File: config.mk
export PLATFORM = sky130hd
export DESIGN_NAME = cp2r_post
export DESIGN_NICKNAME = d
export VERILOG_FILES = /design/src/rtl/cp2r_pkg.sv /design/src/rtl/cp2r_post.sv
export SDC_FILE = /design/constraint.sdc
export NUM_CORES = 1
export LEC_CHECK = 0
export BUFFER_PORTS_ARGS = -buffer_cell sky130_fd_sc_hd__buf_2
export CAP_MARGIN = 20
export CORE_ASPECT_RATIO = 0.75
export CORE_MARGIN = 2
export CORE_UTILIZATION = 45
export DETAILED_ROUTE_END_ITERATION = 10
export PLACE_DENSITY = 0.81
export RECOVER_POWER = 50
export SLEW_MARGIN = 20
export SYNTH_ARGS = -nofsm -noshare
export SYNTH_HDL_FRONTEND = slang
export SYNTH_SLANG_ARGS = --single-unit
File: constraint.sdc
create_clock -name clk -period 2.4 [get_ports clk]
set_clock_uncertainty 0.2 [all_clocks]
set_input_delay 0.48 -clock clk [delete_from_list [all_inputs] [get_ports clk]]
set_output_delay 0.48 -clock clk [all_outputs]
set_load 0.03 [all_outputs]
File: src/rtl/cp2r_pkg.sv
// ----------------------------------------------------------------------------
// cp2r_pkg
// shared types and fixed-point constants for the polar-to-rectangular cordic
// ----------------------------------------------------------------------------
package cp2r_pkg;

    localparam int ROTATION_STEPS = 16;
    localparam int ATAN_ENTRIES   = 24;
    localparam int NUM_STEPS      = (ROTATION_STEPS < ATAN_ENTRIES) ?
                                    ROTATION_STEPS : ATAN_ENTRIES;

    localparam int SAMPLE_W    = 16;
    localparam int GAIN_W      = 31;
    localparam int PROD_W      = SAMPLE_W + GAIN_W;
    localparam int XY_W        = 36;
    localparam int Z_W         = 36;
    localparam int ATAN_W      = 30;
    localparam int ANGLE_SHIFT = 17;
    localparam int X0_SHIFT    = 14;
    localparam int OUT_SHIFT   = 16;
    localparam int XQ_W        = XY_W - OUT_SHIFT;

    // cordic gain compensation, 0.60725293500888 in units of 2^-30
    localparam logic signed [GAIN_W-1:0] KGAIN      = 31'sd652032874;
    // angles in units of 2^-30 rad
    localparam logic signed [Z_W-1:0]    PI_FX      = 36'sd3373259426;
    localparam logic signed [Z_W-1:0]    TWO_PI_FX  = 36'sd6746518852;
    localparam logic signed [Z_W-1:0]    HALF_PI_FX = 36'sd1686629713;

    localparam logic signed [PROD_W-1:0] X0_ROUND  = 47'sd8192;
    localparam logic signed [XY_W-1:0]   OUT_ROUND = 36'sd32768;

    localparam logic signed [XQ_W-1:0]   SAT_MAX = 20'sd32767;
    localparam logic signed [XQ_W-1:0]   SAT_MIN = -20'sd32768;

    // atan(2^-i) in units of 2^-30 rad
    localparam logic [ATAN_W-1:0] ATAN_TAB [ATAN_ENTRIES] = '{
        30'd843314857, 30'd497837829, 30'd263043837, 30'd133525159,
        30'd67021687,  30'd33543516,  30'd16775851,  30'd8388437,
        30'd4194283,   30'd2097149,   30'd1048576,   30'd524288,
        30'd262144,    30'd131072,    30'd65536,     30'd32768,
        30'd16384,     30'd8192,      30'd4096,      30'd2048,
        30'd1024,      30'd512,       30'd256,       30'd128
    };

    typedef logic signed [SAMPLE_W-1:0] sample_t;

    typedef struct packed {
        logic                   rect;
        logic                   flip;
        logic signed [XY_W-1:0] x;
        logic signed [XY_W-1:0] y;
        logic signed [Z_W-1:0]  z;
        sample_t                a;
        sample_t                b;
    } cordic_t;

endpackage

File: src/rtl/cp2r_post.sv
// ----------------------------------------------------------------------------
// cp2r_post
// half-turn sign fix, rounding to q1.14, saturation and output register; rectangular inputs pass through
// ----------------------------------------------------------------------------
module cp2r_post (
    input  logic              clk,
    input  logic              rst_n,
    input  logic              in_valid,
    output logic              in_ready,
    input  cp2r_pkg::cordic_t in_data,
    output logic              out_valid,
    input  logic              out_ready,
    output cp2r_pkg::sample_t out_real,
    output cp2r_pkg::sample_t out_imag
);
    import cp2r_pkg::*;

    logic                   v_reg;
    sample_t                re_reg;
    sample_t                re_next;
    sample_t                im_reg;
    sample_t                im_next;
    logic signed [XY_W-1:0] xr;
    logic signed [XY_W-1:0] yr;
    logic signed [XQ_W-1:0] xq;
    logic signed [XQ_W-1:0] yq;

    function automatic sample_t sat16(input logic signed [XQ_W-1:0] v);
        sample_t r;
        priority if (v > SAT_MAX)
        begin
            r = SAMPLE_W'(SAT_MAX);
        end
        else if (v < SAT_MIN)
        begin
            r = SAMPLE_W'(SAT_MIN);
        end
        else
        begin
            r = SAMPLE_W'(v);
        end
        return r;
    endfunction

    assign in_ready = !v_reg || out_ready;

    always_comb
    begin
        // negate and round in one add: -x + half = half - x
        xr = in_data.flip ? (OUT_ROUND - in_data.x) : (in_data.x + OUT_ROUND);
        yr = in_data.flip ? (OUT_ROUND - in_data.y) : (in_data.y + OUT_ROUND);
        xq = XQ_W'(xr >>> OUT_SHIFT);
        yq = XQ_W'(yr >>> OUT_SHIFT);
        if (in_data.rect)
        begin
            re_next = in_data.a;
            im_next = in_data.b;
        end
        else
        begin
            re_next = sat16(xq);
            im_next = sat16(yq);
        end
    end

    always_ff @(posedge clk or negedge rst_n)
    begin
        if (!rst_n)
        begin
            v_reg <= 1'b0;
        end
        else if (in_ready)
        begin
            v_reg <= in_valid;
        end
    end

    always_ff @(posedge clk)
    begin
        if (in_ready && in_valid)
        begin
            re_reg <= re_next;
            im_reg <= im_next;
        end
    end

    assign out_valid = v_reg;
    assign out_real  = re_reg;
    assign out_imag  = im_reg;

endmodule

Yosys cells after proc, flatten, opt, wreduce, memory -nomap -nowiden

Cells that the tools add are included.

Add/subtract/negate cells: 4
Multiply operators: 0
Div/mod/pow operators: 0
Magnitude comparators: 4
Eq/ne operators: 0
Shift-type cells: 0
Mux-type cells: 8
Bitwise logic cells: 0
Reduce and logical (&&, ||, !) cells: 3

Operators with widths:

| operator               | count |
|---|---|
| $mux 16                | 6 |
| $add 36x17->36 const B | 2 |
| $mux 36                | 2 |
| $sub 17x36->36 const A | 2 |
| $gt 20x16->1 const B   | 2 |
| $lt 20x16->1 const B   | 2 |
| $logic_and 1x1->1      | 1 |
| $logic_not 1->1        | 1 |
| $logic_or 1x1->1       | 1 |

Register bits: 33
Bits in latches: 0
Bits in writable memories: 0
Bits in read-only memories: 0
Output and inout bits: 34
Word-level logic and storage cells: 22
Memories: 0

Longest topological paths before layout

Gate-level depths: netlist of the first run.

Word-level depth: 6
Gate-level depth with buffers: 10
Gate-level depth less buffers: 9

Least setup slack after synthesis of the first run

OpenSTA, ideal clock, no wires.

Kind: input to register
Start point: input port in_data[121] (netlist bit)
End point: register re_reg[6], in the netlist out_real[6] (data pin)
Setup time: 0.261 ns
Data arrival time: 2.818 ns
Data required time: 1.939 ns
Path slack: -0.879 ns
Cell stages on the path: 10
Cells stage by stage: buf_6 -> or4_4 -> or3_1 -> buf_6 -> o41ai_4 -> and3b_1 -> o211ai_1 -> o311a_4 -> buf_6 -> a221o_1

Cells in the longest elaborated chain, start to end: 6
Elaborated cells between the ends (all ways): 8
Classes of those cells: 2 x add/sub; 2 x order compare; 4 x mux

Ends and longest elaborated chain:

| item                                                    | RTL line        | RTL |
|---|---|---|
| start: declaration                                      | cp2r_post.sv:10 | `input cp2r_pkg::cordic_t in_data,` |
| $add 36x17->36 / $sub 17x36->36 (equally long branches) | cp2r_post.sv:50 | `xr = in_data.flip ? (OUT_ROUND - in_data.x) : (in_data.x + OUT_ROUND);` |
| $mux 36 *                                               | cp2r_post.sv:50 |  |
| $lt 20x16->1                                            | cp2r_post.sv:34 | `else if (v < SAT_MIN)` |
| $mux 16                                                 | cp2r_post.sv:34 |  |
| $mux 16 *                                               | cp2r_post.sv:30 | `priority if (v > SAT_MAX)` |
| $mux 16 *                                               | cp2r_post.sv:54 | `if (in_data.rect)` |
| named net re_next[6]                                    | cp2r_post.sv:20 | `sample_t re_next;` |
| end signal: assignment                                  | cp2r_post.sv:82 | `re_reg <= re_next;` |
| end: declaration                                        | cp2r_post.sv:19 | `sample_t re_reg;` |

Mark *: on every way through the listed nets, which the timed path passes. The rest lies on a longest branch.
A chain may end at the register's enable or synchronous reset.

Worst setup path after layout of the first run

Start point: input port in_data[120] (netlist bit)
End point: register re_reg[4], in the netlist out_real[4] (data pin)

Same word-level chain as after synthesis.

==> summary.txt, run 1 <==
Critical path
  • Crit-path max FO: 15
  • CP startpoint kind: primary input
  • Crit. End Element: flip-flop
  • Cell count of the worst reg-to-reg path: 3
  • CP arrival: a little under 3 ns
  • Worst Setup Path Type: in -> reg
  • Crit path required time: about 2.2 ns

Pwr
  • P_sw: 0.000709 W
  • Final Power: between 0.002 and 0.0025 W
  • VDD IR max: 0.195 mV
  • Pwr dens: between 300 and 400 nW/um^2
  • Clk network pwr share: between 20% and 30%
  • Sequential share of power: 35.5%
  • Leak: 2.22 nW
  • Logic pwr share: a little over two fifths
  • Sw frac: a little over a third
  • Power Internal: around 0.0013 W

GRT
  • Vias in the first global route: roughly 4000
  • Pin count of the biggest net entering global routing: 33
  • Initial antenna violation count: 0
  • First-pass GRT wire length: 18900 um
  • GRT Total Usage: 30.1%
  • Remaining global-route overflow: 0

Final layout
  • Final std cells w/o fill: approximately 690
  • Commonest non-fill, non-tap cells in the layout: buf_4, buf_2, clkbuf_1, edfxtp_1, nor2_1
  • Area of the multi-input gates: about 2400 sq um
  • Layout area overhead: 67.8%
  • Nets: 756
  • FILL cells: roughly 470
  • Commonest non-fill, non-tap cell in the layout: buf_4
  • Share of cells above drive strength 1: 48.6%
  • Final instance area: ~5400 sq um
  • # diodes: 0
  • Sequential cell area: roughly 990 sq um

Detailed routing
  • Per-cell routed wire length: between 15 and 20 um
  • Final WL: about 13000 um
  • Detail Route Antenna Nets: 0
  • DR vias/cell: 6.06
  • Length of the first detailed-routing pass in iterations: 5
  • # DRC: 0
  • Initial DRC count: roughly 300
  • Vias post-DR: roughly 4200

CTS
  • TritonCTS buffer count: 5
  • Max clock buf depth: 2
  • CTS H-tree depth: 2
  • CTS Sinks: 33
  • Clock root cell: clkbuf_8
  • CTS clk-pin slew, worst paths: ~0.07 ns
  • CTS tree: yes
  • Clock Latency Late Sink: about 0.28 ns

Synthesis
  • Number of flops mapped to enable cells by yosys: 32
  • #FFs+latches synth: 33
  • Avg Cell Area, Syn: 8.88 sq um
  • Sequential area share after synthesis: a little under a third
  • Post-synthesis cell type count: 61
  • Primary FF master, synth: edfxtp_1
  • Syn nets: between 500 and 600
  • Synth area leader: edfxtp_1
  • Main area contributors after synthesis: edfxtp_1, a221o_1, xnor2_1, a21oi_1, nor2_1
  • Synth Cell Area: about 3200 sq um
  • Asr flop ratio synth: about 3.0%
  • Synthesized instance count: 360
  • Yosys warns: 0
  • Yosys top cell area share: 30.1%

Placement
  • Placed insts: between 600 and 700
  • PortBufs: around 140
  • Post-detail-place hpwl: a little under 9000 um
  • Dpl ws: -0.984 ns
  • Gpl congestion: 0.967
  • Placed Instance Area: 4730 sq um

STA
  • Final min period: 3.14 ns
  • Post-route setup slack: -0.742 ns
  • Hold_ws: slightly below 0.2 ns
  • Tcrit/Tclk final: 131%
  • Final hold vios: 0
  • Endpoints failing setup: 31
  • RSZ-0062 raised after global routing: yes
  • Achievable frequency: ~320 MHz
  • Max-slew violation count: 0
  • Slew @ Worst Pin: 0.477 ns
  • Slew margin rel.: 67.3%

Die
  • Chip Height: ~77 um
  • Initial Util: between 40% and 50%
  • DIE WIDTH: about 100 um
  • Total core area: 6830 sq um
  • FP Rows: 26
  • Full die area: between 7000 and 8000 sq um
  • I/O pin cnt: between 150 and 200

Run status
  • Status: finished, violations left
  • Failing checks: negative setup slack

Worst hold path
  • Worst Hold Class: in -> reg
  • Min-Delay Path Depth: 2

Job
  • Max cap viols: 0
cell families after synthesis:
logic type	synth area share, %
buffers and inverters	6.07
and+or+nand+nor	21.8
AOI/OAI and AO/OA	28.1
adders and majority gates	2.35
muxes	1.33
xor gates and xnor gates	9.59
DFF	30.8
power by group through the flow:
stage	clock (W)	combinational (W)	sequential, W
4_1_cts	0.000425	0.000847	0.000711
3_3_place_gp	0	0.000740	0.000721
2_1_floorplan	0	0.000343	0.000821
3_5_place_dp	0	0.000758	0.000723
5_1_grt	0.000438	0.000922	0.000716
6_report	0.000421	0.000871	0.000712
per-layer routing:
layer	GRT usage [%]	vias up	part of all wire [%]
met5	0	-	0
met4	7.30	0	1.9
met3	4.92	31	10
met2	49.3	276	46
met1	41.4	1939	41
li1	-	1929	-
Yosys cell counts (2+ instances only):
cell / number
edfxtp_1: 32
nor2_1: 30
xnor2_1: 27
a21oi_1: 26
a221o_1: 25
clkbuf_1: 18
nor4_1: 16
inv_1: 15
nand4_1: 14
nand2_1: 13
nor3_1: 13
or4_1: 10
o22ai_1: 9
a31oi_1: 8
o21ai_0: 8
xor2_1: 8
nand3_1: 7
ha_1: 6
a221o_2: 5
buf_1: 4
buf_6: 4
or3_1: 4
a41oi_1: 3
and3_1: 3
nand2b_1: 3
o21a_1: 3
or2_2: 3
a2bb2oi_1: 2
and2_1: 2
and4_1: 2
buf_2: 2
mux2_2: 2
mux2i_1: 2
o2111ai_1: 2
o211ai_1: 2
o31a_1: 2
metrics by stage:
stage	setup TNS (ns)	util (%)
2_1_floorplan	-17.02	-
3_3_place_gp	-23.87	69.3
3_5_place_dp	-26.25	69.3
4_1_cts	-12.15	77.4
5_1_grt	-17.27	78.5
6_report	-14.98	78.5
path summary, 6_finish.rpt:
kind / from / to / slack [ns]
hold / removal: in_valid / out_valid / 0.20
setup / recovery: in_data[120] / out_real[4] / -0.74
min in group asynchronous: rst_n / out_valid / 0.30
hold reg to reg: out_valid / out_valid / 0.34
max in group asynchronous: rst_n / out_valid / 1.61
setup reg to reg: out_valid / out_imag[9] / 0.81
worst max-delay path: stages:
cell and delay, ns:
buf_6 0.09, or4_4 0.51, o41a_1 0.50, o41ai_4 0.28
and3b_1 0.25, a2111oi_0 0.09, a32o_2 0.29, buf_12 0.15
a221o_2 0.32
area by class of cell:
cell class	count	area share [%]
Inverter	15	1.05
Multi-Input combinational cell	284	44.1
Tap cell	84	1.96
Clock buffer	6	1.35
Timing Repair Buffer	265	33.0
Clock inverter	2	0.187
Sequential cell	33	18.4
repair_timing:
| action | CTS | global route |
|---|---|---|
| endpoints found under the hold margin | 1 | 0 |
| setup endpoints to repair | 31 | 31 |
| hold buffers | 1 | 0 |
| cloned | 1 | 0 |
| setup buffers | 16 | 2 |
| pin swaps | 14 | 18 |
| gates resized for setup | 56 | 20 |
sequential cells by signal, summed over array words and instances, names as in the netlist:
register,flops
out_imag,16
out_real,16
out_valid,1
No activity file was read; power rests on OpenSTA's default activity.
==> run 2, diff against run 1 <==
Settings changed: CORE_UTILIZATION 45 to 46, CTS_BUF_LIST set to sky130_fd_sc_hd__clkbuf_8, PLACE_DENSITY 0.81 to 0.83.
==> run 2 against run 1 <==
  * The run still ends with negative setup slack left
  * Sequential power is essentially flat
  * Non-clock buffer count shrank 14
  * Total power shrank 1.7%
  * Largest cell class unchanged
  * Largest power group unchanged
  * Sequential cell count unchanged
  * Count of clock-buffer cells in the layout shrank 1
  * Design area decreased by 3.8%
  * Register-to-register slack better by 0.02 ns
  * Cell count decreased by 2.0%
  * Via count down 0.60%
  * Clock power is 2% lower
==> summary.txt, run 2 (same netlist as run 1, synthesis figures left out) <==
Run status
  • Status: finished, violations left
  • Failing checks: negative setup slack

Die
  • Chip Height: between 70 and 80 um
  • Full die area: 7640 sq um
  • FP Rows: 26
  • I/O pin cnt: 180
  • DIE WIDTH: about 100 um
  • Total core area: 6770 sq um
  • Initial Util: 47.2%

GRT
  • Initial antenna violation count: 0
  • Vias in the first global route: roughly 3700
  • First-pass GRT wire length: approximately 18000 um
  • Remaining global-route overflow: 0
  • GRT Total Usage: between 20% and 30%
  • Pin count of the biggest net entering global routing: 33

STA
  • Tcrit/Tclk final: 128%
  • Slew @ Worst Pin: 0.436 ns
  • Final hold vios: 0
  • Post-route setup slack: -0.677 ns
  • Slew margin rel.: between 70% and 80%
  • Final min period: ~3 ns
  • Hold_ws: ~0.23 ns
  • Max-slew violation count: 0
  • Endpoints failing setup: 31
  • Achievable frequency: about 330 MHz
  • RSZ-0062 raised after global routing: yes

Critical path
  • CP startpoint kind: primary input
  • CP arrival: between 2 and 3 ns
  • R2r setup slk: between 0.8 and 0.9 ns
  • R2r startpoint: out_valid
  • Crit-path max FO: 15
  • Worst Setup Path Type: in -> reg
  • Crit. End Element: flip-flop
  • Crit path required time: 2.22 ns
  • Cell count of the worst reg-to-reg path: 3
  • Worst R2R End: out_real[12]

Final layout
  • Commonest non-fill, non-tap cells in the layout: buf_4, buf_2, edfxtp_1, clkbuf_1, nor2_1
  • Area of the multi-input gates: roughly 2300 sq um
  • Layout area overhead: 61.4%
  • Share of cells above drive strength 1: 48.2%
  • Commonest non-fill, non-tap cell in the layout: buf_4
  • Final std cells w/o fill: between 600 and 700
  • # diodes: 0
  • Sequential cell area: 986 sq um
  • FILL cells: between 400 and 500
  • Nets: between 700 and 800

Job
  • Max cap viols: 0

Pwr
  • Final Power: about 0.0020 W
  • Pwr dens: 382 nW/um^2
  • Leak: between 2 and 2.5 nW
  • VDD IR max: about 0.21 mV

Detailed routing
  • Final WL: 12300 um
  • Per-cell routed wire length: around 18 um
  • Length of the first detailed-routing pass in iterations: 7
  • Initial DRC count: 420
  • Vias post-DR: approximately 4200
  • Detail Route Antenna Nets: 0
  • # DRC: 0
  • DR vias/cell: 6.15

Worst hold path
  • Worst Hold Class: in -> reg
  • Min-Delay Path Depth: 2
  • Hold wc startpoint: in_valid
  • WHS Endpoint: out_valid

Placement
  • Gpl congestion: around 0.94
  • PortBufs: 143
  • Placed insts: approximately 660
  • Post-detail-place hpwl: 8690 um

CTS
  • CTS H-tree depth: 2
  • TritonCTS buffer count: 5
  • CTS clk-pin slew, worst paths: about 0.07 ns
  • Clock Latency Late Sink: around 0.27 ns
  • Max clock buf depth: 2
  • CTS Sinks: 33
  • CTS tree: yes
  • Clock root cell: clkbuf_8
run 2: changes by cell type in the layout (fill, tap and decap cells not counted), sizes merged:
cell	change
buf	-14
clkbuf	-1
inv	+1
run 2: area by class of cell:
type	instances	share of cell area [%]
Inverter	15	1.09
Sequential cell	33	19.1
Multi-Input combinational cell	284	45.0
Timing Repair Buffer	251	31.2
Clock inverter	3	0.267
Clock buffer	5	1.33
Tap cell	84	2.04
run 2: critical path, cell delays in order:
cell and delay (ns):
buf_6 0.09, or4_4 0.53, o41a_1 0.49, o41ai_4 0.25
and3b_1 0.22, o211ai_1 0.10, o311a_4 0.41, a221o_2 0.32
run 2: metal layers:
metal | vias to the layer above | routed length, um | global-route usage [%]
met5 | - | 0 | 0
met1 | 1956 | 5230 | 40.8
met3 | 26 | 1090 | 3.30
li1 | 1898 | - | -
met2 | 270 | 5720 | 46.8
met4 | 0 | 219 | 5.62
run 2: worst max-delay path by stage:
stage | start | to | slack, ns | cells past startpoint
2_1_floorplan | in_data[121] | out_real[6] | -0.88 | 10
5_1_grt | in_data[107] | out_real[4] | -0.73 | 8
3_3_place_gp | in_data[107] | out_real[4] | -0.96 | 8
6_report | in_data[107] | out_real[4] | -0.68 | 8
3_5_place_dp | in_data[123] | out_real[1] | -1.00 | 8
4_1_cts | in_data[107] | out_real[4] | -0.66 | 8
run 2: power by group:
part | switching (W) | leakage [nW] | internal (W) | total (W)
sequential | 0.0000124 | 0.315 | 0.000700 | 0.000712
clock | 0.000214 | 0.0491 | 0.000197 | 0.000411
combinational | 0.000468 | 1.77 | 0.000378 | 0.000846
run 2: metrics by stage:
step / setup slack (ns) / setup TNS [ns] / area [sq um] / util, %
floorplan: -0.877 / -17.02 / 3330 / -
global placement: -0.957 / -24.43 / 4700 / 69.5
detailed placement: -1.00 / -26.00 / 4700 / 69.5
CTS: -0.659 / -11.79 / 4990 / 73.7
global route: -0.726 / -15.42 / 5160 / 76.3
finish: -0.677 / -13.30 / 5160 / 76.3
run 2: timing repair:
action / in CTS / in global routing
hold buffers: 1 / 0
pin swaps: 9 / 21
resized for setup: 25 / 44
buffers inserted: 4 / 3
setup endpoints to repair: 31 / 31
endpoints found under the hold margin: 1 / 0
cloned: 0 / 1
