$ cat src/rtl/cp2r_pkg.sv
// ----------------------------------------------------------------------------
// cp2r_pkg
// shared types and fixed-point constants for the polar-to-rectangular cordic
// ----------------------------------------------------------------------------
package cp2r_pkg;

    localparam int ROTATION_STEPS = 16;
    localparam int ATAN_ENTRIES   = 24;
    localparam int NUM_STEPS      = (ROTATION_STEPS < ATAN_ENTRIES) ?
                                    ROTATION_STEPS : ATAN_ENTRIES;

    localparam int SAMPLE_W    = 16;
    localparam int GAIN_W      = 31;
    localparam int PROD_W      = SAMPLE_W + GAIN_W;
    localparam int XY_W        = 36;
    localparam int Z_W         = 36;
    localparam int ATAN_W      = 30;
    localparam int ANGLE_SHIFT = 17;
    localparam int X0_SHIFT    = 14;
    localparam int OUT_SHIFT   = 16;
    localparam int XQ_W        = XY_W - OUT_SHIFT;

    // cordic gain compensation, 0.60725293500888 in units of 2^-30
    localparam logic signed [GAIN_W-1:0] KGAIN      = 31'sd652032874;
    // angles in units of 2^-30 rad
    localparam logic signed [Z_W-1:0]    PI_FX      = 36'sd3373259426;
    localparam logic signed [Z_W-1:0]    TWO_PI_FX  = 36'sd6746518852;
    localparam logic signed [Z_W-1:0]    HALF_PI_FX = 36'sd1686629713;

    localparam logic signed [PROD_W-1:0] X0_ROUND  = 47'sd8192;
    localparam logic signed [XY_W-1:0]   OUT_ROUND = 36'sd32768;

    localparam logic signed [XQ_W-1:0]   SAT_MAX = 20'sd32767;
    localparam logic signed [XQ_W-1:0]   SAT_MIN = -20'sd32768;

    // atan(2^-i) in units of 2^-30 rad
    localparam logic [ATAN_W-1:0] ATAN_TAB [ATAN_ENTRIES] = '{
        30'd843314857, 30'd497837829, 30'd263043837, 30'd133525159,
        30'd67021687,  30'd33543516,  30'd16775851,  30'd8388437,
        30'd4194283,   30'd2097149,   30'd1048576,   30'd524288,
        30'd262144,    30'd131072,    30'd65536,     30'd32768,
        30'd16384,     30'd8192,      30'd4096,      30'd2048,
        30'd1024,      30'd512,       30'd256,       30'd128
    };

    typedef logic signed [SAMPLE_W-1:0] sample_t;

    typedef struct packed {
        logic                   rect;
        logic                   flip;
        logic signed [XY_W-1:0] x;
        logic signed [XY_W-1:0] y;
        logic signed [Z_W-1:0]  z;
        sample_t                a;
        sample_t                b;
    } cordic_t;

endpackage

$ cat src/rtl/cp2r_prep.sv
// ----------------------------------------------------------------------------
// cp2r_prep
// two-stage front end: gain-scaled magnitude and angle range reduction
// ----------------------------------------------------------------------------
module cp2r_prep (
    input  logic              clk,
    input  logic              rst_n,
    input  logic              in_valid,
    output logic              in_ready,
    input  logic              in_rect,
    input  cp2r_pkg::sample_t in_a,
    input  cp2r_pkg::sample_t in_b,
    output logic              out_valid,
    input  logic              out_ready,
    output cp2r_pkg::cordic_t out_data
);
    import cp2r_pkg::*;

    // stage a: multiply and 2 pi wrap
    logic                     va_reg;
    logic                     rect_a_reg;
    sample_t                  a_a_reg;
    sample_t                  b_a_reg;
    logic signed [PROD_W-1:0] prod_a_reg;
    logic signed [PROD_W-1:0] prod_a_next;
    logic signed [Z_W-1:0]    z_a_reg;
    logic signed [Z_W-1:0]    z_a_next;
    logic signed [Z_W-1:0]    z_raw;

    // stage b: quarter-turn fold and rounded start vector
    logic                     vb_reg;
    cordic_t                  d_b_reg;
    cordic_t                  d_b_next;

    logic                     rdy_a;
    logic                     rdy_b;

    assign rdy_b    = !vb_reg || out_ready;
    assign rdy_a    = !va_reg || rdy_b;
    assign in_ready = rdy_a;

    always_comb
    begin
        prod_a_next = PROD_W'(in_a) * PROD_W'(KGAIN);
        z_raw       = Z_W'(in_b) <<< ANGLE_SHIFT;
        priority if (z_raw > PI_FX)
        begin
            z_a_next = z_raw - TWO_PI_FX;
        end
        else if (z_raw < -PI_FX)
        begin
            z_a_next = z_raw + TWO_PI_FX;
        end
        else
        begin
            z_a_next = z_raw;
        end
    end

    always_comb
    begin
        d_b_next.rect = rect_a_reg;
        d_b_next.a    = a_a_reg;
        d_b_next.b    = b_a_reg;
        d_b_next.x    = XY_W'((prod_a_reg + X0_ROUND) >>> X0_SHIFT);
        d_b_next.y    = '0;
        priority if (z_a_reg > HALF_PI_FX)
        begin
            d_b_next.z    = z_a_reg - PI_FX;
            d_b_next.flip = 1'b1;
        end
        else if (z_a_reg < -HALF_PI_FX)
        begin
            d_b_next.z    = z_a_reg + PI_FX;
            d_b_next.flip = 1'b1;
        end
        else
        begin
            d_b_next.z    = z_a_reg;
            d_b_next.flip = 1'b0;
        end
    end

    always_ff @(posedge clk or negedge rst_n)
    begin
        if (!rst_n)
        begin
            va_reg <= 1'b0;
            vb_reg <= 1'b0;
        end
        else
        begin
            if (rdy_a)
            begin
                va_reg <= in_valid;
            end
            if (rdy_b)
            begin
                vb_reg <= va_reg;
            end
        end
    end

    always_ff @(posedge clk)
    begin
        if (rdy_a && in_valid)
        begin
            rect_a_reg <= in_rect;
            a_a_reg    <= in_a;
            b_a_reg    <= in_b;
            prod_a_reg <= prod_a_next;
            z_a_reg    <= z_a_next;
        end
        if (rdy_b && va_reg)
        begin
            d_b_reg <= d_b_next;
        end
    end

    assign out_valid = vb_reg;
    assign out_data  = d_b_reg;

endmodule

$ cat config.mk
export PLATFORM = sky130hd
export DESIGN_NAME = cp2r_prep
export DESIGN_NICKNAME = d
export VERILOG_FILES = /design/src/rtl/cp2r_pkg.sv /design/src/rtl/cp2r_prep.sv
export SDC_FILE = /design/constraint.sdc
export NUM_CORES = 1
export LEC_CHECK = 0
export ABC_AREA = 1
export BUFFER_PORTS_ARGS = -buffer_cell sky130_fd_sc_hd__buf_2
export CORE_MARGIN = 3
export CORE_UTILIZATION = 56
export CTS_CLUSTER_DIAMETER = 100
export DETAILED_ROUTE_END_ITERATION = 12
export PLACE_DENSITY = 0.85
export RECOVER_POWER = 100
export REMOVE_ABC_BUFFERS = 1
export SLEW_MARGIN = 0
export SYNTH_ARGS = -nofsm -noshare
export SYNTH_HDL_FRONTEND = slang
export SYNTH_SLANG_ARGS = --single-unit
$ cat constraint.sdc
create_clock -name clk -period 5.7 [get_ports clk]
set_input_delay 1.14 -clock clk [delete_from_list [all_inputs] [get_ports clk]]
set_output_delay 1.14 -clock clk [all_outputs]
set_load 0.05 [all_outputs]
# Word level (Yosys, flattened, before mapping)
# Cells that the tools add are included.
word_totals:
  register_bits: 220
  inputBits: 37
classes:
  add_sub_neg: 5
  mul: 1
  order_cmp: 4
  mux: 5
  n_reduce_logical: 6
op_table:
  columns: ["cell", "count"]
  rows:
  - ["2-to-1 mux 36 bit", 4]
  - ["adder 47 x 15 -> 47 bit, second input constant", 1]
  - ["multiplier 16 x 30 -> 46 bit, second input constant", 1]
  - ["adder 36 x 33 -> 36 bit, second input constant", 1]
  - ["greater-than comparator 36 x 32 -> 1 bit, second input constant", 1]
  - ["less-than comparator 36 x 32 -> 1 bit, second input constant", 1]
  - ["subtractor 36 x 33 -> 36 bit, second input constant", 1]
  - ["adder 33 x 34 -> 35 bit, second input constant", 1]
  - ["subtractor 33 x 34 -> 35 bit, second input constant", 1]
  - ["greater-than comparator 33 bit, second input constant", 1]
  - ["less-than comparator 33 bit, second input constant", 1]
  - ["logical AND 1 bit", 2]
  - ["logical NOT 1 bit", 2]
  - ["logical OR 1 bit", 2]
  - ["2-to-1 mux 1 bit", 1]

# Longest topological paths before layout
# Gate-level depths: netlist of the first run.
depth:
  word_depth: 4
  depth_mapped: 24
  depth_no_buf: 24

# Worst setup path after synthesis of the first run
# No wires, ideal clock.
synth_timing:
  path_kind: "input port to flip-flop"
  start: "in out_ready"
  end: "reg d_b_reg (netlist bit out_data[0]) (enable)"
  setup_time_ns: 0.582
  arrival_time_ns: 5.816
  slack_ns: -0.697
  path_stages: 2
  n_path_buf: 0
  path_cell_list: "inv_1 -> a21oi_1"
synth_between:
  elab_chain_cells: 2
synth_lines:
  columns: ["element", "line_no", "source"]
  rows:
  - ["start: declaration", "cp2r_prep.sv:14", "input logic out_ready,"]
  - ["logical OR 1 bit", "cp2r_prep.sv:38", "assign rdy_b = !vb_reg || out_ready;"]
  - ["logical AND 1 bit", "cp2r_prep.sv:114", "if (rdy_b && va_reg)"]
  - ["end signal: assignment", "cp2r_prep.sv:116", "d_b_reg <= d_b_next;"]
  - ["end: declaration", "cp2r_prep.sv:32", "cordic_t d_b_reg;"]
# No other way between the ends.
# A chain may end at the register's enable or synchronous reset.

# Worst setup path after layout of the first run
layout_timing:
  start: "in in_a[8]"
  end: "reg prod_a_reg[44] (data pin)"
layout_between:
  elab_chain_cells: 1
layout_lines:
  columns: ["element", "line_no", "source"]
  rows:
  - ["start: declaration", "cp2r_prep.sv:11", "input cp2r_pkg::sample_t in_a,"]
  - ["multiplier 16 x 30 -> 46 bit", "cp2r_prep.sv:44", "prod_a_next = PROD_W'(in_a) * PROD_W'(KGAIN);"]
  - ["named net prod_a_next[44]", "cp2r_prep.sv:25", "logic signed [PROD_W-1:0] prod_a_next;"]
  - ["end signal: assignment", "cp2r_prep.sv:111", "prod_a_reg <= prod_a_next;"]
  - ["end: declaration", "cp2r_prep.sv:24", "logic signed [PROD_W-1:0] prod_a_reg;"]
# The timed path passes the listed nets, and every way through them passes these cells.

==> impl_metrics.yaml, run 1 <==
outcome:
  outcome: "finished, final reports clean"
setup_path:
  r2r.worst_path.cells: 11
  timing.rr.start: "z_a_reg[14]"
  cp_max_fo: 5
  endpoint_kind: "register"
  r2r-end: "out_data[42]"
  ff2ff_setup_slack_ns: 2.93
  cp-start-kind: "input pin"
  critPathKind: "in -> reg"
  critical_path_required_ns: 5.91
  critPathArrivalTime_ns: 5.88
run:
  total_of_max_cap_violations: 0
place:
  globalplace.congestion: 1.02
  postPlaceCellArea_um2: 21000
  dp_hpwl_um: 41800
  placed_instances: 2890
  numPortBuffers: 143
worst_hold_path:
  min-delay-start: "b_a_reg[11]"
  worst_hold_path_type: "reg -> reg"
  min_to: "out_data[11]"
  worst_hold_path.num_cells: 0
drt:
  route.detailed.drc: 0
  postRouteWirelength_um: 53100
  detailedRoute.firstIterationViolations: 1289
  drt_pass1_iterations: 7
  antenna_violating_nets_post_route: 0
  post_drt_via_cell_ratio: 5.39
  route.vias.total: 15843
  avgRoutedWirePerCell_um: 18.1
timing:
  worst-slew-pin-transition_ns: 1.04
  final_report_max_slew_violation_count: 0
  period_minus_slack_ns: 5.67
  achievable-frequency_mhz: 176
  report.final.hold_viol_count: 0
  setup_violations: 0
  post-route-period-util_pct: 99.5
  max_slew_margin_pct: 30.8
  final.setup_skew_ns: 0.0167
cts:
  numCtsBuffers: 17
  cts.hold.buffers_added: 0
  htree_levels: 4
  tritoncts: "done"
  clk_pin_slew_ns: 0.07
  cts.sinks: 186
  ctsRootBufferMaster: "clkbuf_16"
  clockBufferDepth: 2
  worstSkewPairLatency_ns: 0.46
finish:
  largest_register_ffs: 96
  post_route_cells_drive_above_1_share_pct: 23.5
  count_of_fill_cells_added_during_filler_insertion: 2469
  fin_cells: 2939
  postLayoutCellArea_um2: 22800
  diodes_inserted: 0
  synthToLayoutAreaGrowth_pct: 21.7
  final-seq-area_um2: 5580
  multi_input_area_um2: 12100
  final_net_count: 2875
global_route:
  grt_util_all_layers_pct: 29.0
  overflow: 0
  maximum_number_of_pins_on_one_net_before_global_route_repair: 82
  first_global_vias: 15652
  grt_antenna_before_repair: 0
  grt_pass1_wl_um: 80500
yosys:
  synth.cell_area_um2: 18700
  synth_top_family_by_area: "adder cells"
  syn_avg_cell_area_um2: 8.67
  fraction_of_the_mapped_netlist_area_in_compound_gates_pct: 3.70
  postSynthRegisterBits: 186
  synthSimpleGateAreaFrac_pct: 20.4
  synth.yosys.seq_area_share_pct: 29.8
  post_synth_inst_count: 2161
  synth_fa_ha_area_share_pct: 30.7
  synth_xor_area_share_pct: 3.65
  synth.yosys.warnings: 0
  yosys-mux-area-fraction_pct: 0
  synth_cell_type_count: 47
floorplanning:
  placementRows: 66
  die_h_um: 189
  start_util_pct: 57.1
  dieWidth_um: 189
  die_area_um2: 35700
  placeableCoreArea_um2: 32800
  io_pins: 181
[how the worst max path moves through the flow]
stage | start | end | cells past startpoint
after floorplan | out_ready | out_data[0] | 2
after global placement | in_a[14] | prod_a_reg[40] | 20
after detailed placement | in_a[14] | prod_a_reg[40] | 21
after CTS | in_a[5] | prod_a_reg[40] | 20
after global routing | in_a[14] | prod_a_reg[45] | 22
final | in_a[8] | prod_a_reg[44] | 18
[repair_timing]
action	4_1_cts	5_1_grt
gates resized for setup	64	198
hold endpoints to repair	0	0
pin swaps	13	93
endpoints found under the setup margin	27	32
buffers inserted	1	16
[cells in the final DEF, fill, tap and decap left out, types with 8 or more instances in the layout]
cell,count
nand2_1,499
inv_1,426
buf_4,201
edfxtp_1,184
fa_1,157
ha_1,139
buf_2,116
nor2_1,115
nand3_1,87
xor2_1,64
nand2_2,51
a21oi_1,37
conb_1,37
ha_4,34
o21ai_0,30
nor3_1,30
nand4_1,25
nor2_4,21
nor2_2,21
fa_2,20
clkbuf_1,19
a21oi_2,18
inv_2,17
clkbuf_16,17
xnor2_1,14
nand2_4,11
o21ai_1,11
nand3_2,9
a21oi_4,8
[Yosys cell counts, drive strengths merged]
master  number  share of area, %
dfrtp        2              0.27
nand2      561                12
clkinv       2             0.040
xor2        64               3.0
nand3b       6              0.24
o22ai        1             0.033
o21bai       5              0.20
buf         70               2.8
a31oi        4              0.13
o21ai       47               1.3
a21boi       3              0.12
a41oi        1             0.047
and2         1             0.033
conb         1             0.020
ha         177                12
inv        445               8.9
nand3       98               2.8
a21o         1             0.040
nand4       26              0.95
o21a         2             0.080
nor4         8              0.30
or2          5              0.17
o31ai        1             0.040
a21oi       63               1.7
edfxtp     184                29
xnor2       14              0.65
nor2       157               3.5
clkbuf       2             0.040
nor3        32              0.88
a211oi       1             0.067
fa         177                19
[cell families (layout without fill, tap and decap cells)]
family | Yosys count | in the layout
and+or+nand+nor | 894 | 894
buffers and inverters | 519 | 819
adders and majority gates | 354 | 354
DFF | 186 | 186
AOI/OAI and AO/OA | 129 | 129
xor gates and xnor gates | 78 | 78
other | 1 | 37
[final cells by class]
class	count	area share (%)
Clock buffer	18	1.88
Clock inverter	14	0.895
Inverter	447	7.38
Multi-Input combinational cell	1492	53.2
Sequential cell	186	24.5
Tap cell	442	2.43
Timing Repair Buffer	340	9.72
[per-layer routing]
layer / wire [um] / global-route usage, % / vias to the layer above
li1: - / - / 7320
met1: 20300 / 35.8 / 7623
met2: 26100 / 49.6 / 736
met3: 3790 / 4.61 / 164
met4: 2930 / 14.4 / 0
met5: 0 / 0 / -
[through the flow]
| stage | setup WS [ns] | setup TNS [ns] | hold WS, ns | utilization (%) |
|---|---|---|---|---|
| 2_1_floorplan | -0.697 | -68.09 | 0.400 | - |
| 3_3_place_gp | -0.683 | -16.77 | 0.400 | 64.0 |
| 3_5_place_dp | -0.762 | -19.06 | 0.405 | 64.0 |
| 4_1_cts | 0.00102 | 0 | 0.415 | 66.8 |
| 5_1_grt | -0.0784 | -0.873 | 0.420 | 69.5 |
| 6_report | 0.0267 | 0 | 0.415 | 69.5 |
[critical path, stage by stage]
cell and delay (ns):
buf_4 0.16, fa_1 0.49, fa_1 0.55, inv_1 0.07, fa_2 0.58, fa_1 0.44
fa_1 0.56, inv_1 0.06, fa_1 0.61, ha_4 0.26, a21oi_4 0.22, o21ai_2 0.13
a21oi_2 0.21, nand2_1 0.10, nand2_2 0.10, nand3_1 0.07, nand2_1 0.08, nand2_2 0.06
Power of run 1 is left out: the tool's default activity adds up to more than one toggle a clock period on the data nets, which glitch-free logic cannot reach.
==> run 2: changes to the inputs <==
- SETUP_SLACK_MARGIN: default -> 0.4
==> impl_metrics.yaml, run 2 (same netlist as run 1, synthesis figures left out) <==
drt:
  avgRoutedWirePerCell_um: 19.6
  route.vias.total: 16481
  postRouteWirelength_um: 58100
  antenna_violating_nets_post_route: 0
  detailedRoute.firstIterationViolations: 1672
  route.detailed.drc: 0
  drt_pass1_iterations: 6
  post_drt_via_cell_ratio: 5.57
outcome:
  outcome: "finished with violations"
  failing_checks: "capacitance limit, slew limit"
setup_path:
  critical_path_buf_inv_count: 6
  critical-path-top-cell-by-count: "inv_2"
  cp-start-kind: "input pin"
  ff2ff_setup_slack_ns: 1.69
  crit_family: "adder cells"
  cp_max_fo: 4
  endpoint_kind: "register"
  critPathArrivalTime_ns: 5.90
  cpMaxStageDelayCell: "fa_1"
  critPathKind: "in -> reg"
  critical_path_required_ns: 5.91
  crit_chain: "buf_6 -> fa_2 -> fa_1 -> inv_2 -> fa_1 -> inv_2 -> fa_2 -> fa_1 -> inv_2 -> fa_1 -> inv_2 -> ha_4 -> nand2_4 -> nor2_4 -> nand2_2 -> inv_2 -> nand4_1 -> nand3_2 -> nand2_2 -> nand3_2 -> nand2_1"
  cpPeakStageDelay_ns: 0.57
cts:
  cts.sinks: 186
  cts.hold.buffers_added: 0
  numCtsBuffers: 17
  clockBufferDepth: 2
  clk_pin_slew_ns: 0.07
  htree_levels: 4
  tritoncts: "done"
  worstSkewPairLatency_ns: 0.46
  ctsRootBufferMaster: "clkbuf_16"
global_route:
  global_route.usage.met1_pct: 36.9
  overflow: 0
  first_global_vias: 16512
  groute.layer.met3.usage_pct: 5.04
  grt_pass1_wl_um: 85300
  maximum_number_of_pins_on_one_net_before_global_route_repair: 82
  grt_util_all_layers_pct: 30.6
  grt_most_used_layer: "met2"
  grt_antenna_before_repair: 0
  grt_util_met2_pct: 53.3
timing:
  fin_hold_ws_ns: 0.414
  setup_violations: 0
  grt_setup_unrepaired: "yes"
  period_minus_slack_ns: 5.69
  post-route-period-util_pct: 99.8
  max_slew_margin_pct: -59.5
  final.setup.worst_slack_ns: 0.00962
  final_report_max_slew_violation_count: 158
  worst-slew-pin-transition_ns: 2.38
  report.final.hold_viol_count: 0
  achievable-frequency_mhz: 176
  final.setup_skew_ns: 0.0170
run:
  total_of_max_cap_violations: 4
finish:
  most-common-layout-cells: "464 x nand2_1, 392 x inv_1, 184 x edfxtp_1, 177 x buf_4, 153 x fa_1"
  final_net_count: 2895
  largest_register_ffs: 96
  count_of_fill_cells_added_during_filler_insertion: 2375
  post_route_cells_drive_above_1_share_pct: 23.4
  synthToLayoutAreaGrowth_pct: 25.1
  diodes_inserted: 0
  layout.cells.most_common: "nand2_1"
floorplanning:
  dieWidth_um: 189
  placementRows: 66
  start_util_pct: 57.1
  io_pins: 181
  die_h_um: 189
  die_area_um2: 35700
  placeableCoreArea_um2: 32800
place:
  dpl_worst_slack_ns: -0.762
  globalplace.congestion: 1.02
  dp_hpwl_um: 41800
  numPortBuffers: 143
worst_hold_path:
  worst_hold_path_type: "reg -> reg"
[run 2: cell types whose count changed in the layout (fill, tap and decap cells not counted), moves of 8 or more]
cell / before / now
buf_6: 2 / 32
buf_4: 201 / 177
nor2_1: 115 / 107
nand2_2: 51 / 65
buf_2: 116 / 5
nand2_4: 11 / 32
clkbuf_1: 19 / 137
inv_1: 426 / 392
nor2_4: 21 / 35
nand2_1: 499 / 464
inv_2: 17 / 48
[run 2: through the flow]
| step | util [%] | instances | setup TNS, ns | area [um^2] |
|---|---|---|---|---|
| CTS | 70.4 | 2942 | 0 | 23100 |
| global route | 71.5 | 2959 | -0.849 | 23400 |
| finish | 71.5 | 2959 | 0 | 23400 |
| global placement | 64.0 | 2890 | -16.77 | 21000 |
| detailed placement | 64.0 | 2890 | -19.06 | 21000 |
| floorplan | - | 2125 | -68.09 | 18300 |
[run 2: timing repair]
action,CTS,global route
hold endpoints to repair,0,0
endpoints found under the setup margin,34,33
pin swaps,136,95
setup buffers,20,17
resized for setup,322,161
[run 2: routing by layer]
metal / wire length, um / share of wire [%] / vias to the layer above
li1: - / - / 7355
met2: 28700 / 49 / 994
met3: 4510 / 7.8 / 257
met4: 3940 / 6.8 / 0
met5: 0 / 0 / -
met1: 21000 / 36 / 7875
[run 2: worst reg2reg max path, stage by stage, from the launching register on]
cell and delay [ns]:
dfrtp_1 0.39, nand3_1 0.12, nand2_1 0.11, clkinvlp_2 1.79
clkbuf_2 1.11
[run 2: cell type report]
cell class | count | area (um^2) | area share (%)
Multi-Input combinational cell | 1492 | 12600 | 53.8
Sequential cell | 186 | 5580 | 23.8
Timing Repair Buffer | 360 | 2380 | 10.2
Inverter | 447 | 1690 | 7.20
Tap cell | 442 | 553 | 2.36
Clock buffer | 18 | 429 | 1.83
Clock inverter | 14 | 204 | 0.870
[run 2: final timing paths]
path / endpoint / startpoint / cells past startpoint
setup / recovery: prod_a_reg[42] / in_a[10] / 21
hold / removal: out_data[11] / b_a_reg[11] / 0
setup reg to reg: prod_a_reg[14] / out_valid / 4
hold reg to reg: out_data[11] / b_a_reg[11] / 0
max in group asynchronous: va_reg / rst_n / 1
min in group asynchronous: out_valid / rst_n / 1
Power of run 2 is left out for the same reason.
